File: src/sv/positional_list_insert_erase_unit_assert.svh
// ---------------------------------------------------------------------------
// Assertion macros for the positional list unit
// Clocked, reset-qualified property checks used by the controller.
// ---------------------------------------------------------------------------
`ifndef POSITIONAL_LIST_INSERT_ERASE_UNIT_ASSERT_SVH
`define POSITIONAL_LIST_INSERT_ERASE_UNIT_ASSERT_SVH

// Same-cycle implication: when ante holds, cons must hold on that edge.
`define PLUE_ASSERT_NOW(label, clk, rst_n, ante, cons) \
  label: assert property (@(posedge clk) disable iff (!rst_n) (ante) |-> (cons)) \
    else $error("positional list check failed");

// Next-cycle implication: when ante holds, cons must hold on the next edge.
`define PLUE_ASSERT_NEXT(label, clk, rst_n, ante, cons) \
  label: assert property (@(posedge clk) disable iff (!rst_n) (ante) |=> (cons)) \
    else $error("positional list check failed");

`endif

File: src/sv/plue_pkg.sv
// ---------------------------------------------------------------------------
// Positional list package
// Sizes, codes and shared types for the positional list unit.
// ---------------------------------------------------------------------------
`default_nettype none

package plue_pkg;

  localparam int DEPTH     = 64;
  localparam int DATA_W    = 32;
  localparam int POS_W     = 7;
  localparam int CNT_OUT_W = 7;
  localparam int CNT_W     = $clog2(DEPTH + 1);
  localparam int CMP_W     = (CNT_W > POS_W) ? CNT_W : POS_W;
  localparam int LEAF_N    = 8;
  localparam int GROUPS    = (DEPTH + LEAF_N - 1) / LEAF_N;

  typedef logic [DATA_W-1:0] word_t;
  typedef logic [CNT_W-1:0]  cnt_t;

  typedef enum logic [1:0] {
    MODE_INSERT = 2'd0,
    MODE_ERASE  = 2'd1,
    MODE_READ   = 2'd2
  } mode_t;

  typedef enum logic [1:0] {
    ST_OK    = 2'd0,
    ST_RANGE = 2'd1,
    ST_FULL  = 2'd2
  } status_t;

  typedef enum logic [1:0] {
    S_IDLE,
    S_EXEC,
    S_REDUCE,
    S_OUT
  } state_t;

  // Command broadcast from the controller to the cell row and read tree
  typedef struct packed {
    logic             ins;
    logic             era;
    logic             rd;
    logic [POS_W-1:0] pos;
    logic             cap_leaf;
    logic             cap_root;
  } cmd_t;

endpackage

`default_nettype wire

File: src/sv/plue_ctrl.sv
// ---------------------------------------------------------------------------
// Positional list controller
// Request sequencer, status decision and entry count.
// ---------------------------------------------------------------------------
`default_nettype none
`include "positional_list_insert_erase_unit_assert.svh"

module plue_ctrl (
  input  logic                            clk,
  input  logic                            rst_n,
  input  logic                            in_valid,
  output logic                            in_stall,
  input  logic [1:0]                      in_mode,
  input  logic [plue_pkg::POS_W-1:0]      in_position,
  input  plue_pkg::word_t                 in_item_value,
  output logic                            out_valid,
  input  logic                            out_stall,
  output logic [plue_pkg::CNT_OUT_W-1:0]  out_entry_count,
  output logic                            out_is_empty,
  output logic [1:0]                      out_status,
  output plue_pkg::cmd_t                  cmd,
  output plue_pkg::word_t                 new_val
);
  import plue_pkg::*;

  state_t           state_r;
  state_t           state_nxt;
  cnt_t             count_r;
  cnt_t             count_nxt;
  status_t          status_r;
  status_t          status_nxt;
  logic [1:0]       req_mode_r;
  logic [POS_W-1:0] req_pos_r;
  word_t            req_value_r;
  logic [CMP_W-1:0] cnt_ext;
  logic [CMP_W-1:0] pos_ext;
  logic             in_take;

  assign cnt_ext = CMP_W'(count_r);
  assign pos_ext = CMP_W'(req_pos_r);
  assign in_take = in_valid && !in_stall;

  always_ff @(posedge clk) begin
    if (!rst_n) begin
      state_r  <= S_IDLE;
      count_r  <= '0;
      status_r <= ST_OK;
    end else begin
      state_r  <= state_nxt;
      count_r  <= count_nxt;
      status_r <= status_nxt;
    end
  end

  always_ff @(posedge clk) begin
    if (in_take) begin
      req_mode_r  <= in_mode;
      req_pos_r   <= in_position;
      req_value_r <= in_item_value;
    end
  end

  always_comb begin
    state_nxt    = state_r;
    count_nxt    = count_r;
    status_nxt   = status_r;
    in_stall     = 1'b1;
    out_valid    = 1'b0;
    cmd          = '0;
    cmd.pos      = req_pos_r;
    case (state_r)
      S_IDLE: begin
        in_stall = 1'b0;
        if (in_valid) begin
          state_nxt = S_EXEC;
        end
      end
      S_EXEC: begin
        status_nxt   = ST_OK;
        cmd.cap_leaf = 1'b1;
        case (req_mode_r)
          MODE_INSERT: begin
            if (count_r == CNT_W'(DEPTH)) begin
              status_nxt = ST_FULL;
            end else if (pos_ext > cnt_ext) begin
              status_nxt = ST_RANGE;
            end else begin
              cmd.ins   = 1'b1;
              count_nxt = count_r + 1'b1;
            end
          end
          MODE_ERASE: begin
            if (pos_ext >= cnt_ext) begin
              status_nxt = ST_RANGE;
            end else begin
              cmd.era   = 1'b1;
              count_nxt = count_r - 1'b1;
            end
          end
          MODE_READ: begin
            if (pos_ext >= cnt_ext) begin
              status_nxt = ST_RANGE;
            end else begin
              cmd.rd = 1'b1;
            end
          end
          default: begin
            status_nxt = ST_OK;
          end
        endcase
        state_nxt = S_REDUCE;
      end
      S_REDUCE: begin
        cmd.cap_root = 1'b1;
        state_nxt    = S_OUT;
      end
      S_OUT: begin
        out_valid = 1'b1;
        if (!out_stall) begin
          state_nxt = S_IDLE;
        end
      end
      default: begin
        state_nxt = S_IDLE;
      end
    endcase
  end

  assign new_val         = req_value_r;
  assign out_entry_count = CNT_OUT_W'(count_r);
  assign out_is_empty    = (count_r == '0);
  assign out_status      = status_r;

  `PLUE_ASSERT_NEXT(a_ins_grows, clk, rst_n, cmd.ins, count_r == CNT_W'($past(count_r) + 1'b1))
  `PLUE_ASSERT_NEXT(a_era_shrinks, clk, rst_n, cmd.era, count_r == CNT_W'($past(count_r) - 1'b1))
  `PLUE_ASSERT_NOW(a_one_at_a_time, clk, rst_n, out_valid, in_stall)
  `PLUE_ASSERT_NOW(a_full_means_full, clk, rst_n, out_valid && (status_r == ST_FULL), count_r == CNT_W'(DEPTH))

endmodule

`default_nettype wire

File: config.mk
export PLATFORM = sky130hd
export DESIGN_NAME = plue_ctrl
export DESIGN_NICKNAME = d
export VERILOG_FILES = /design/src/sv/plue_pkg.sv /design/src/sv/plue_ctrl.sv
export VERILOG_INCLUDE_DIRS = /design/src /design/src/sv
export SDC_FILE = /design/constraint.sdc
export NUM_CORES = 1
export LEC_CHECK = 0
export ABC_AREA = 1
export BUFFER_PORTS_ARGS = -buffer_cell sky130_fd_sc_hd__buf_2
export CORE_AREA = 2 2 81 98
export DETAILED_ROUTE_END_ITERATION = 12
export DIE_AREA = 0 0 83 100
export REMOVE_ABC_BUFFERS = 1
export SLEW_MARGIN = 20
export SYNTH_ARGS = -nofsm -noshare
export SYNTH_HDL_FRONTEND = slang
export SYNTH_SLANG_ARGS = --single-unit
File: constraint.sdc
create_clock -name clk -period 2.8 [get_ports clk]
set_clock_uncertainty 0.2 [all_clocks]
set_input_delay 0.56 -clock clk [delete_from_list [all_inputs] [get_ports clk]]
set_output_delay 0.56 -clock clk [all_outputs]
set_load 0.05 [all_outputs]
==> Word level (Yosys, flattened, before mapping) <==
Index checks and enable logic that the tools add are counted.
{ "totals": {"in_bits": 45, "out_inout_bits": 56, "wordCells": 51, "regBits": 52} }
{ "classes": {"n_lt_le_gt_ge": 2, "eq_ne": 11, "mux": 22, "addsub": 2, "reduce_logical": 8} }
{ "ops": {"columns": ["cell", "count"], "rows": [
  ["$mux 7", 3],
  ["$pmux 7 s2", 1],
  ["$mux 1", 12],
  ["$ne 2x2->1 const B", 5],
  ["$pmux 2 s4", 1],
  ["$add 7x1->7 const B", 1],
  ["$eq 7x7->1 const B", 1],
  ["$ge 7x7->1", 1],
  ["$gt 7x7->1", 1],
  ["$logic_not 7->1", 1],
  ["$sub 7x1->7 const B", 1],
  ["$eq 2x2->1 const B", 3],
  ["$mux 2", 3],
  ["$reduce_and 5->1", 1],
  ["$eq 2x1->1 const B", 2],
  ["$logic_not 2->1", 2],
  ["$pmux 2 s2", 1],
  ["$mux 3", 1],
  ["$reduce_and 2->1", 1],
  ["$reduce_bool 2->1", 1],
  ["$reduce_or 2->1", 1],
  ["$logic_and 1x1->1", 1]
]} }

==> Depth between registers and ports, before layout <==
{ "logic_depth": {"depth_word": 5, "ltp_mapped": 14, "depth_no_buf": 13} }

==> Least setup slack after synthesis <==
Ideal clock, no wire load.
{ "synth_timing": {"path_kind": "register to output", "start": "register count_r[5] (netlist: out_entry_count[5])", "end": "output cmd[11] (netlist bit)", "arrival_ns": 2.303, "path_stages_with_launch": 10, "required_ns": 2.040, "n_path_buf": 0, "slack_ns": -0.263, "path_cell_list": "dfxtp_1 -> inv_1 -> ha_1 -> nand2_2 -> inv_2 -> a21oi_4 -> nand2_2 -> nand2_2 -> nand2_4 -> nor2_1"} }
{ "synth_lines": {"columns": ["element", "line", "source"], "rows": [
  ["start, declared", "plue_ctrl.sv:28", "cnt_t count_r;"],
  ["start signal, assigned", "plue_ctrl.sv:50", "count_r <= count_nxt;"],
  ["end, declared", "plue_ctrl.sv:21", "output plue_pkg::cmd_t cmd,"]
]} }

==> out/qor.txt <==
status: complete, no violations
global placement routability congestion: 0.838
hpwl dp: 4060 um
fraction of layout cells with a size suffix above 1: 43.0%
RSZ-0062 raised after global routing: false
register clock-pin slew on the reported worst setup and hold paths: 0.10 ns
PortBufs: 100
headroom to the max-slew limit: 67.0%
largest net degree at the start of global routing: 42
DRC violation count after routing: 0
CP Data Arrival Time: 1.90 ns
total grt overflow: 0
most numerous cell in the Yosys netlist: edfxtp_1
antenna viol nets, final: 0
Die Width: 83 um
setup bufs post-CTS: 0
Crit path max-delay family: buffers and inverters
routing usage on met3: 5.84%
Post-synth top cells: edfxtp_1, nand2_1, inv_1
synth warn: 0
minimum hold slack: 0.226 ns
element type at the critical path end: output port
die area: 0.00830 sq mm
number of distinct library cells after synthesis: 31
Num CTS Buffers: 5
worst-path cell chain: inv_1 -> ha_1 -> nand2_2 -> inv_2 -> a21oi_4 -> nand4_2 -> inv_1 -> buf_2
post-route cell area: 0.00318 sq mm
Hold Crit Class: in -> reg
maximum clock frequency: 376 MHz
Max Buffers Root-to-Sink: 2
CP Launch Type: flip-flop
WS Path Type: reg -> out
met1 usage: 13.2%
worst-margin pin slew: 0.496 ns
area leader, netlist: edfxtp_1
worst vdd ir: 0.484 mV
maxcap violations: 0
# diodes: 0
Post-synth EDFFs: 41
# IOs: 101
DP Area: 0.00308 sq mm
P per Cell Area: 1000 mW/mm^2
Cells after Synth: 214
DRT Pass-1 Iters: 4
root buf cell: clkbuf_8
sequential area share after synthesis: 58.3%
Hold Fails Final Rpt: 0
Worst Path Buf+Inv: 4
met2 Use GR: 21.5%
Initial Util: 33.3%
Max stage delay cell, worst path: dfxtp_4
vias post-DR: 1852
nets: 387
Critical Path Fanout Max: 5
initial antenna violation count: 0
Setup violations, final: 0
Mean Syn Cell Area: 11.6 sq um
Final period util: 94.9%
core footprint: 0.00749 sq mm
vias in the first global route: 1844
DRT iter0 DRCs: 47
worst-skew pair later-pin latency: 0.30 ns
top_reg_cell synth: edfxtp_1
post-layout util: 42.5%
placement row count: 35
Area Overhead vs Synth: 27.8%
Critical Path Max Stage Delay: 0.38 ns
Synth top area share: 49.4%
Worst path most repeated cell: inv_1
Sink Count: 52
wire length per cell: 12.4 um
Area contributors post-synth: edfxtp_1, ha_1, dfxtp_1
CTS tree: built
first-pass GRT wire length: 8140 um
CP required: 2.04 ns
H-tree Lvls: 2
Yosys reg bits: 52
Die H: 100 um
mapped cell area: 0.00249 sq mm
Slew Viols, Final: 0
Min Clock Period, post-route: 2.66 ns
wirelength, routed: 5110 um
GRT Util Overall: 12.3%
Via-to-Cell Ratio: 4.48
GRT busiest layer: met2
Final Power: 3.18 mW
P_leak: 1.48 nW
async set-reset flop share out of synthesis: 0%
==> through the flow <==
stage | setup slack, ns | TNS [ns] | std cells
3_3_place_gp | 0.283 | 0 | 405
2_1_floorplan | -0.263 | -0.680 | 211
4_1_cts | 0.00880 | 0 | 413
3_5_place_dp | 0.262 | 0 | 405
5_1_grt | 0.00270 | 0 | 413
6_report | 0.144 | 0 | 413
==> kinds of logic (layout without fill, tap and decap cells) <==
group                    count (synthesis)  after routing  synth area share, %
flip-flops                              52             52                 58.3
adder cells (fa/ha/maj)                 22             22                 11.4
AND/OR/NAND/NOR                         81             81                 17.0
buffers and inverters                   36            143                 6.83
AO/OA/AOI/OAI                           19             19                 5.17
XOR/XNOR                                 4              4                 1.41
==> sequential cells by signal, indices dropped and copies added (netlist names) <==
| name | cells |
|---|---|
| new_val | 32 |
| req_mode_r | 2 |
| out_entry_count | 7 |
| state_r | 2 |
| pos_ext | 7 |
| out_status | 2 |
==> repair_timing <==
| item | 4_1_cts | 5_1_grt |
|---|---|---|
| resized for setup | 3 | 6 |
| setup endpoints to repair | 1 | 3 |
| hold buffers | 0 | 0 |
==> routing by layer <==
metal	share of wire (%)	routed length, um
met4	1.1	56
met5	0	0
met3	11	577
met2	49	2500
met1	39	1980
==> area by class of cell <==
cell class | count | area (sq um)
well taps | 92 | 115
multi-input cells | 126 | 872
clock buffers | 6 | 72.6
fillers | 725 | 4300
clock inverters | 2 | 17.5
flip-flops and latches | 52 | 1460
inverters | 33 | 124
repair buffers | 102 | 522
==> worst paths after layout <==
path                                                       from                         endpoint  slack, ns  cells after the start
worst min register to register       out_status[1]$_SDFFE_PN0P_       out_status[1]$_SDFFE_PN0P_       0.27                      2
worst min-delay path                           in_item_value[0]             new_val[0]$_DFFE_PP_       0.23                      1
worst max-delay path            out_entry_count[5]$_SDFFE_PN0P_                          cmd[10]       0.14                      8
worst max register to register          req_mode_r[1]$_DFFE_PP_  out_entry_count[6]$_SDFFE_PN0P_       0.45                     12
==> worst register-to-register path: stages (launching register included) <==
cell and delay, ns:
edfxtp_1 0.42, inv_1 0.10, ha_1 0.36, inv_1 0.14
fa_1 0.42, inv_1 0.09, nand4_1 0.14, nand3_1 0.12
nand2_1 0.05, nand2_1 0.06, nand3_2 0.07, nand2_1 0.06
nor2_1 0.03
==> report_power, final <==
part	total [mW]	switching [mW]	internal, mW
Combinational	1.61	1.22	0.390
Clock	0.441	0.258	0.184
Sequential	1.13	0.0785	1.06
Total	3.18	1.55	1.63
==> cell usage in the layout (no fill, tap or decap), types with 3 or more instances in the layout <==
master / synthesis / final
a21oi_1: 9 / 9
a21oi_2: 5 / 5
buf_2: 0 / 99
clkbuf_8: 0 / 5
dfxtp_1: 11 / 7
edfxtp_1: 41 / 41
ha_1: 21 / 21
inv_1: 30 / 30
nand2_1: 36 / 36
nand2_2: 4 / 4
nand2_4: 3 / 3
nand3_1: 11 / 11
nand3_2: 5 / 5
nand4_1: 4 / 4
nor2_1: 12 / 11
No activity file was read; power rests on OpenSTA's default activity.
