[config.mk]
export PLATFORM = sky130hd
export DESIGN_NAME = plue_cell
export DESIGN_NICKNAME = d
export VERILOG_FILES = /design/src/sv/positional_list_insert_erase_unit_assert.svh /design/src/sv/plue_pkg.sv /design/src/sv/plue_cell.sv
export SDC_FILE = /design/constraint.sdc
export NUM_CORES = 1
export LEC_CHECK = 0
export BUFFER_PORTS_ARGS = -buffer_cell sky130_fd_sc_hd__buf_2
export CAP_MARGIN = 20
export CELL_PAD_IN_SITES_DETAIL_PLACEMENT = 0
export CELL_PAD_IN_SITES_GLOBAL_PLACEMENT = 2
export CORE_MARGIN = 10
export CORE_UTILIZATION = 20
export DETAILED_ROUTE_END_ITERATION = 10
export PLACE_DENSITY = 0.73
export SYNTH_ARGS = -nofsm -noshare
export SYNTH_HDL_FRONTEND = slang
export SYNTH_SLANG_ARGS = --single-unit
[constraint.sdc]
create_clock -name clk -period 3.2 [get_ports clk]
set_clock_uncertainty 0.05 [all_clocks]
set_input_delay 0.48 -clock clk [delete_from_list [all_inputs] [get_ports clk]]
set_output_delay 0.48 -clock clk [all_outputs]
set_load 0.02 [all_outputs]
[src/sv/positional_list_insert_erase_unit_assert.svh]
// ---------------------------------------------------------------------------
// Assertion macros for the positional list unit
// Clocked, reset-qualified property checks used by the controller.
// ---------------------------------------------------------------------------
`ifndef POSITIONAL_LIST_INSERT_ERASE_UNIT_ASSERT_SVH
`define POSITIONAL_LIST_INSERT_ERASE_UNIT_ASSERT_SVH

// Same-cycle implication: when ante holds, cons must hold on that edge.
`define PLUE_ASSERT_NOW(label, clk, rst_n, ante, cons) \
  label: assert property (@(posedge clk) disable iff (!rst_n) (ante) |-> (cons)) \
    else $error("positional list check failed");

// Next-cycle implication: when ante holds, cons must hold on the next edge.
`define PLUE_ASSERT_NEXT(label, clk, rst_n, ante, cons) \
  label: assert property (@(posedge clk) disable iff (!rst_n) (ante) |=> (cons)) \
    else $error("positional list check failed");

`endif

[src/sv/plue_pkg.sv]
// ---------------------------------------------------------------------------
// Positional list package
// Sizes, codes and shared types for the positional list unit.
// ---------------------------------------------------------------------------
`default_nettype none

package plue_pkg;

  localparam int DEPTH     = 64;
  localparam int DATA_W    = 32;
  localparam int POS_W     = 7;
  localparam int CNT_OUT_W = 7;
  localparam int CNT_W     = $clog2(DEPTH + 1);
  localparam int CMP_W     = (CNT_W > POS_W) ? CNT_W : POS_W;
  localparam int LEAF_N    = 8;
  localparam int GROUPS    = (DEPTH + LEAF_N - 1) / LEAF_N;

  typedef logic [DATA_W-1:0] word_t;
  typedef logic [CNT_W-1:0]  cnt_t;

  typedef enum logic [1:0] {
    MODE_INSERT = 2'd0,
    MODE_ERASE  = 2'd1,
    MODE_READ   = 2'd2
  } mode_t;

  typedef enum logic [1:0] {
    ST_OK    = 2'd0,
    ST_RANGE = 2'd1,
    ST_FULL  = 2'd2
  } status_t;

  typedef enum logic [1:0] {
    S_IDLE,
    S_EXEC,
    S_REDUCE,
    S_OUT
  } state_t;

  // Command broadcast from the controller to the cell row and read tree
  typedef struct packed {
    logic             ins;
    logic             era;
    logic             rd;
    logic [POS_W-1:0] pos;
    logic             cap_leaf;
    logic             cap_root;
  } cmd_t;

endpackage

`default_nettype wire

[src/sv/plue_cell.sv]
// ---------------------------------------------------------------------------
// Positional list cell
// One list entry; takes from its left or right neighbour on insert or erase.
// ---------------------------------------------------------------------------
`default_nettype none

module plue_cell (
  input  logic              clk,
  input  plue_pkg::cmd_t    cmd,
  input  plue_pkg::cnt_t    idx,
  input  plue_pkg::word_t   new_val,
  input  plue_pkg::word_t   left_val,
  input  plue_pkg::word_t   right_val,
  output plue_pkg::word_t   val,
  output plue_pkg::word_t   rd_val
);
  import plue_pkg::*;

  word_t            val_r;
  word_t            val_nxt;
  logic [CMP_W-1:0] my_idx;
  logic [CMP_W-1:0] req_pos;

  assign my_idx  = CMP_W'(idx);
  assign req_pos = CMP_W'(cmd.pos);

  always_comb begin
    val_nxt = val_r;
    if (cmd.ins) begin
      if (my_idx > req_pos) begin
        val_nxt = left_val;
      end else if (my_idx == req_pos) begin
        val_nxt = new_val;
      end
    end else if (cmd.era) begin
      // pull the right neighbour down over the erased slot
      if (my_idx >= req_pos) begin
        val_nxt = right_val;
      end
    end
  end

  always_ff @(posedge clk) begin
    val_r <= val_nxt;
  end

  assign val    = val_r;
  assign rd_val = (cmd.rd && (my_idx == req_pos)) ? val_r : '0;

endmodule

`default_nettype wire

**Yosys cells after proc, flatten, opt, wreduce, memory -nomap -nowiden**

Index checks and enable logic that the tools add are counted.

- Output and inout port bits: 64
- Latch bits: 0
- Memory bits (writable): 0
- Bits in registers: 32
- Memories: 0
- ROM bits: 0

- Add/subtract/negate cells: 0
- Bitwise gates (word level): 0
- Magnitude comparators: 2
- $mul: 0
- Multiplexer cells: 6
- Equality and inequality tests: 2
- Reduce and logical (&&, ||, !) cells: 4
- Divide/modulo/power cells: 0
- Shift-type cells: 0

Operators with widths:

| cell | count |
|---|---|
| two-way mux 32 bit | 6 |
| == test 7 bit | 1 |
| greater-or-equal comparator 7 bit | 1 |
| > comparator 7 bit | 1 |
| nonzero test 2 bit | 2 |
| != test 3 x 1 -> 1 bit (second input constant) | 1 |
| AND reduction 3 bit | 1 |
| logical AND 1 bit | 1 |

**Depth between registers and ports, before layout**

Gate-level depths: netlist of the first run.

- Depth in word-level cells: 4
- Mapped depth: 8

**Worst setup path after synthesis of the first run**

OpenSTA, ideal clock, no wires.

- Kind: input port to flip-flop
- Start: in cmd[8] in the netlist's numbering
- End: reg val_r[0] (netlist: val[0]) (enable)
- Path slack: -141 ps
- Arrival time: 2,859 ps
- Cell stages on the path: 6
- Data required time: 2,718 ps
- Setup time: 432 ps
- Path through: inv_1 > ha_1 > nand2_1 > o21a_1 > buf_2 > a21oi_1

- Longest elaborated chain between the ends: 3
- Elaborated cells on any way between the ends: 6
- Classes of those cells: order compare: 2; eq/ne: 2; reduce/logical: 2

Ends and longest elaborated chain:

| element | line | text |
|---|---|---|
| start, declared | plue_cell.sv:9 | `input plue_pkg::cmd_t cmd,` |
| > comparator 7 bit (tied with other cells) | plue_cell.sv:30 | `if (my_idx > req_pos) begin` |
| != test 3 x 1 -> 1 bit (no line) / nonzero test 2 bit (equally long branches) | -- |  |
| AND reduction 3 bit (no line) * | -- |  |
| end signal, assigned | plue_cell.sv:44 | `val_r <= val_nxt;` |
| end, declared | plue_cell.sv:19 | `word_t val_r;` |

Every way passes the cells marked *; elsewhere a longest branch is shown, timed or not.
A chain may end at the register's enable or synchronous reset.

**Final worst setup path of the first run**

- Start: in cmd[8] in the netlist's numbering
- End: out rd_val[12]

- Longest elaborated chain between the ends: 3

Ends and longest elaborated chain:

| element | line | text |
|---|---|---|
| == test 7 bit | plue_cell.sv:48 | `assign rd_val = (cmd.rd && (my_idx == req_pos)) ? val_r : '0;` |
| logical AND 1 bit | plue_cell.sv:48 |  |
| two-way mux 32 bit | plue_cell.sv:48 |  |
| end, declared | plue_cell.sv:15 | `output plue_pkg::word_t rd_val` |

Every way passes these cells.

==> run metrics, run 1 <==
Total Wirelength between 10000 and 15000 µm; synthesized area divided by synthesized cell count 9.134 µm²; via-per-instance ratio 4.906; register area share after synthesis 0.3590; vias in the first global route 3268; power density of the placed cells approximately 420 nW/µm²; CP Launch Type input port; Synthesis Warnings 0; reported max-cap violation count 0; CTS clock-pin slew for the worst setup and hold paths 0.06 ns; HPWL reported at the end of detailed placement 8699 µm; master cell of the clock root buffer clkbuf_16; layout overhead on the synthesized area 42.92%; number of top-level pins between 150 and 200; buffers from clock root to sink, at most 2; setup TNS after final layout 0 ns; share of layout cells above drive strength 1 0.4525; result of the run finished, final reports clean; area of the die about 18000 µm²; WS Path Type input port to output port; net count of the mapped netlist between 400 and 500; post-cts hold buffer count 0; number of instances resized during post-cts repair 0; DR iter-0 viols around 180; count of vias placed by the detailed router 3086; number of placed cells counting well taps 621; post-synthesis instance area approximately 2700 µm²; number of clock sinks 32; Final setup violation count 0; first-pass iteration count of the detailed router 4; Gate Count Post-Synth 293; Layout Cells excl Fill 629; Post-Place Worst Slack 0.5854 ns; Inserted Clock Buffers 5; path class of the lowest-slack min-delay path input port to flip-flop; average wire per standard cell 18.40 µm; all-layer global routing usage 0.1200; Critical Path Sink Type output port; Final Cycle Share 0.8194; Final Critical Period between 2 and 3 ns; final antenna-violating net count 0; height of the die approximately 140 µm; final weighted congestion in routability-driven placement about 0.75; # diodes 0; DRC viols 0; Initial Util 0.2029; global-route congestion overflow total 0; VDD IR max slightly below 0.3 mV; worst rel slew slack 0.6271; die span in x between 100 and 150 µm; pin count of the biggest net entering global routing between 60 and 70; number of buffers inserted by port buffering 177; antenna violations before repair 0; pin slew with the least headroom to its limit ~0.56 ns; post-layout net count roughly 580; Max FO, Critical Path 52; flip-flop count of the largest register, all copies and words added 32; area of the placeable core 13190 µm²; H-tree level count 2; upper clock frequency limit 381.4 MHz; RSZ-0062 raised after global routing no; least setup slack across all paths after layout about 0.58 ns; clock tree from TritonCTS done; data arrival at the endpoint of the critical path ~2.1 ns; number of cells traversed by the worst hold path 3; LEAKAGE around 1.8 nW; number of rows created at floorplan 42; first-pass GRT wire length 17850 µm; number of synthesized register bits 32; count of endpoints failing hold in the final timing report 0; count of final max-slew check failures 0; post-synthesis cell type count 26; postcts setup bufs 0; Required @ worst endpoint between 2 and 3 ns
==> Yosys cell counts <==
master,number,area share
a21o_1,1,0.0028
a21oi_1,3,0.0056
a31oi_1,32,0.075
and2_4,1,0.0033
and3_1,33,0.077
and3b_4,1,0.0047
and4_4,1,0.0042
buf_1,1,0.0014
buf_2,18,0.034
buf_4,4,0.011
buf_6,8,0.034
clkbuf_1,8,0.011
edfxtp_1,32,0.36
ha_1,7,0.033
inv_1,7,0.0098
nand2_1,2,0.0028
nand3_1,32,0.060
nand4_1,32,0.075
nor2_1,1,0.0014
nor2b_1,32,0.075
o2111ai_1,32,0.10
o21a_1,1,0.0028
o21a_4,1,0.0056
o21ai_1,1,0.0019
o21ai_2,1,0.0033
o31ai_1,1,0.0028
==> per-stage QoR <==
stage	util	hold WS, ns	instance area (µm²)	power, W
after detailed placement	0.2776	0.7781	3661	0.001058
after global placement	0.2776	0.7632	3661	0.001052
final	0.2900	0.4961	3825	0.001591
after CTS	0.2900	0.4898	3825	0.001615
after global routing	0.2900	0.5115	3825	0.001681
after floorplan	-	0.6603	2680	0.0008502
==> critical path: stages <==
cell and delay, ns:
buf_2 0.07, inv_1 0.03, ha_1 0.31, and4_4 0.27
and2_4 0.51, and3_1 0.24, buf_2 0.17
==> layer usage <==
metal  GRT usage  part of all wire  up-vias
li1            -                 -     1497
met1      0.1497              0.42     1438
met2      0.1947              0.46      149
met3     0.04525              0.11        2
met4     0.01974            0.0027        0
met5           0                 0        -
==> path summary, 6_finish.rpt <==
kind                  startpoint          to  slack (ns)
worst min-delay path  new_val[7]      val[7]        0.50
worst max-delay path      cmd[8]  rd_val[12]        0.58
==> layout make-up <==
class                   instances  area, µm²
clock buffers                   6      128.9
flip-flops and latches         32      960.9
inverters                       7      26.28
repair buffers                191      993.5
multi-input cells             215       1460
well taps                     176      220.2
fillers                      1468       9365
clock inverters                 2      35.03
==> layout by cell type, fill, tap and decap left out, types with 2 or more instances in the layout <==
| master | instances |
|---|---|
| buf_2 | 176 |
| and3_1 | 33 |
| o2111ai_1 | 32 |
| nand4_1 | 32 |
| nor2b_1 | 32 |
| a31oi_1 | 32 |
| nand3_1 | 32 |
| edfxtp_1 | 32 |
| buf_4 | 15 |
| inv_1 | 7 |
| ha_1 | 7 |
| clkbuf_16 | 5 |
| nand2_1 | 2 |
| a21oi_1 | 2 |
| o21ai_2 | 2 |
==> power by group <==
group          switching, W  total [W]  internal, W
clock              0.000180   0.000546     0.000366
sequential        0.0000336   0.000584     0.000550
combinational      0.000289   0.000461     0.000172
total              0.000502    0.00159      0.00109
==> logic make-up after synthesis <==
kind of cell             count (synthesis)  synth area share
buffers and inverters                   46            0.1010
AO/OA/AOI/OAI                           73            0.2043
flip-flops                              32            0.3590
adder cells (fa/ha/maj)                  7           0.03272
AND/OR/NAND/NOR                        135            0.3029
Note: power is estimated with default switching activity, not from simulation.
==> run 2, diff against run 1 <==
--- a/config.mk
+++ b/config.mk
@@ -10,9 +10,9 @@
 export CELL_PAD_IN_SITES_DETAIL_PLACEMENT = 0
 export CELL_PAD_IN_SITES_GLOBAL_PLACEMENT = 2
 export CORE_MARGIN = 10
-export CORE_UTILIZATION = 20
+export CORE_UTILIZATION = 22
 export DETAILED_ROUTE_END_ITERATION = 10
-export PLACE_DENSITY = 0.73
+export PLACE_DENSITY = 0.77
 export SYNTH_ARGS = -nofsm -noshare
 export SYNTH_HDL_FRONTEND = slang
 export SYNTH_SLANG_ARGS = --single-unit
==> constraint.sdc (replaced) <==
create_clock -name clk -period 2.7 [get_ports clk]
set_clock_uncertainty 0.05 [all_clocks]
set_input_delay 0.405 -clock clk [delete_from_list [all_inputs] [get_ports clk]]
set_output_delay 0.405 -clock clk [all_outputs]
set_load 0.02 [all_outputs]
==> run metrics, run 2 (synthesized netlist as in run 1, its figures left out) <==
count of vias placed by the detailed router 3072 (-0.45%); delay of the slowest cell on the worst path 0.47 ns (-0.04 ns); Final Cycle Share 0.9007; clock network power share 0.302 (-0.041); switching portion of total power 0.3271 (+0.01132); layout overhead on the synthesized area 40.63%; final antenna-violating net count 0 (unchanged); Layout Cells excl Fill 596 (-5.2%); all-layer global routing usage 0.1266 (+0.006619); Critical Path Sink Type output port; H-tree level count 2 (unchanged); Final setup violation count 0 (unchanged); most numerous cell on the critical path buf_2; Total Wirelength 11410 µm (-1.4%); Final Critical Period about 2.4 ns; post-layout net count 572 (-0.52%); setup TNS after final layout 0 ns (unchanged); Initial Util 0.2237 (+0.02084); die span in x 130.3 µm (-4.0%); Post-Place Worst Slack 0.2489 ns (-0.3365 ns); leading cell types in the layout, fill and taps excluded 176 x buf_2, 33 x and3_1; number of buffers inserted by port buffering 177 (unchanged); least setup slack across all paths after layout 0.2682 ns (-0.3096 ns); Inserted Clock Buffers 5 (unchanged); flip-flop count of the largest register, all copies and words added 32 (unchanged); buffers from clock root to sink, at most 2 (unchanged); count of final max-slew check failures 0 (unchanged); Required @ worst endpoint 2.25 ns (-0.42 ns); CTS clock-pin slew for the worst setup and hold paths 0.06 ns (about the same); average wire per standard cell 19.14 µm (+4.0%); number of rows created at floorplan 40 (-4.8%); post-cts hold buffer count 0 (unchanged); data arrival at the endpoint of the critical path 1.98 ns (-0.11 ns); CP Launch Type input port; cell class contributing the biggest share of worst-path delay simple AND/OR/NAND/NOR gates; path class of the lowest-slack min-delay path input port to flip-flop; Max FO, Critical Path 45 (-13%); postcts setup bufs 0 (unchanged); # diodes 0 (unchanged); global-route congestion overflow total 0 (unchanged); logic gate share of total power 0.309 (+0.019); LEAKAGE 1.803 nW (-1.1%); worst path cell trace buf_2 > inv_1 > ha_1 > and4_4 > and2_4 > and3_1 > buf_2; pin count of the biggest net entering global routing 72 (+13%); master cell of the clock root buffer clkbuf_16; HPWL reported at the end of detailed placement 8634 µm (-0.74%); first-pass iteration count of the detailed router 4 (unchanged); Max stage delay cell, worst path and2_4; RSZ-0062 raised after global routing no; worst rel slew slack 0.3825 (-0.2447); count of endpoints failing hold in the final timing report 0 (unchanged); first-pass GRT wire length 17310 µm (-3.1%); total buffers and inverters traversed by the critical path 3 (unchanged); pin slew with the least headroom to its limit 0.9228 ns (+0.3635 ns); vias in the first global route 3288 (+0.61%); most common library cell in the layout ignoring fill and taps buf_2; number of clock sinks 32 (unchanged); height of the die 130.3 µm (-4.0%); register share of total power 0.389 (+0.022); power density of the placed cells 470.7 nW/µm² (+13%); final weighted congestion in routability-driven placement 0.7432 (-0.63%); VDD IR max 0.2278 mV (-21%); area of the die 16980 µm² (-7.8%); result of the run finished, final reports clean; reported max-cap violation count 0 (unchanged); antenna violations before repair 0 (unchanged); DRC viols 0 (unchanged); clock tree from TritonCTS done; DR iter-0 viols 118 (-35%); via-per-instance ratio 5.154 (+5.1%); number of instances resized during post-cts repair 0 (unchanged); upper clock frequency limit ~400 MHz; WS Path Type input port to output port; share of layout cells above drive strength 1 0.4477 (-0.004877); number of top-level pins 180 (unchanged); internal power component 0.001192 W (+9.5%); Net Switching 0.0005795 W (+15%); area of the placeable core 11960 µm² (-9.3%); number of placed cells counting well taps 589 (-5.2%)
[run 2: cell count changes in the layout (fill, tap and decap cells not counted), sizes merged]
cell | previous run | this run
bufinv | 1 | 0
buf | 191 | 188
[run 2: routing by layer]
| metal | up-vias | wire length (µm) | global-route usage |
|---|---|---|---|
| met2 | 121 | 5524 | 0.2164 |
| met5 | - | 0 | 0 |
| met4 | 0 | 63 | 0.01852 |
| met3 | 8 | 1103 | 0.03935 |
| li1 | 1489 | - | - |
| met1 | 1454 | 4715 | 0.1553 |
[run 2: per-stage QoR]
step | util | hold WS [ns] | cell area (µm²) | total power, W
2_1_floorplan | - | 0.5853 | 2680 | 0.001008
3_3_place_gp | 0.3012 | 0.6890 | 3602 | 0.001236
3_5_place_dp | 0.3035 | 0.6946 | 3630 | 0.001254
4_1_cts | 0.3146 | 0.4082 | 3764 | 0.001801
5_1_grt | 0.3146 | 0.4258 | 3764 | 0.001882
6_report | 0.3146 | 0.4174 | 3764 | 0.001771
[run 2: final timing paths]
path  cells past startpoint        from          to
max                       7      cmd[8]  rd_val[11]
min                       3  new_val[7]      val[7]
[run 2: layout make-up]
type	instances	area, µm²
repair buffers	188	991.0
well taps	147	183.9
fillers	1286	8198
flip-flops and latches	32	960.9
inverters	7	26.28
clock inverters	1	5.005
clock buffers	6	128.9
multi-input cells	215	1468
[run 2: power by group through the flow]
stage / logic (W) / registers, W / clock network [W]
finish: 0.000547 / 0.000689 / 0.000535
global route: 0.000604 / 0.000699 / 0.000579
CTS: 0.000556 / 0.000691 / 0.000555
detailed placement: 0.000554 / 0.000700 / 0
global placement: 0.000537 / 0.000699 / 0
floorplan: 0.000212 / 0.000795 / 0
[run 2: tightest hold or removal path, stage by stage]
cell and delay, ns:
buf_2 0.09, a31oi_1 0.07, nand3_1 0.07
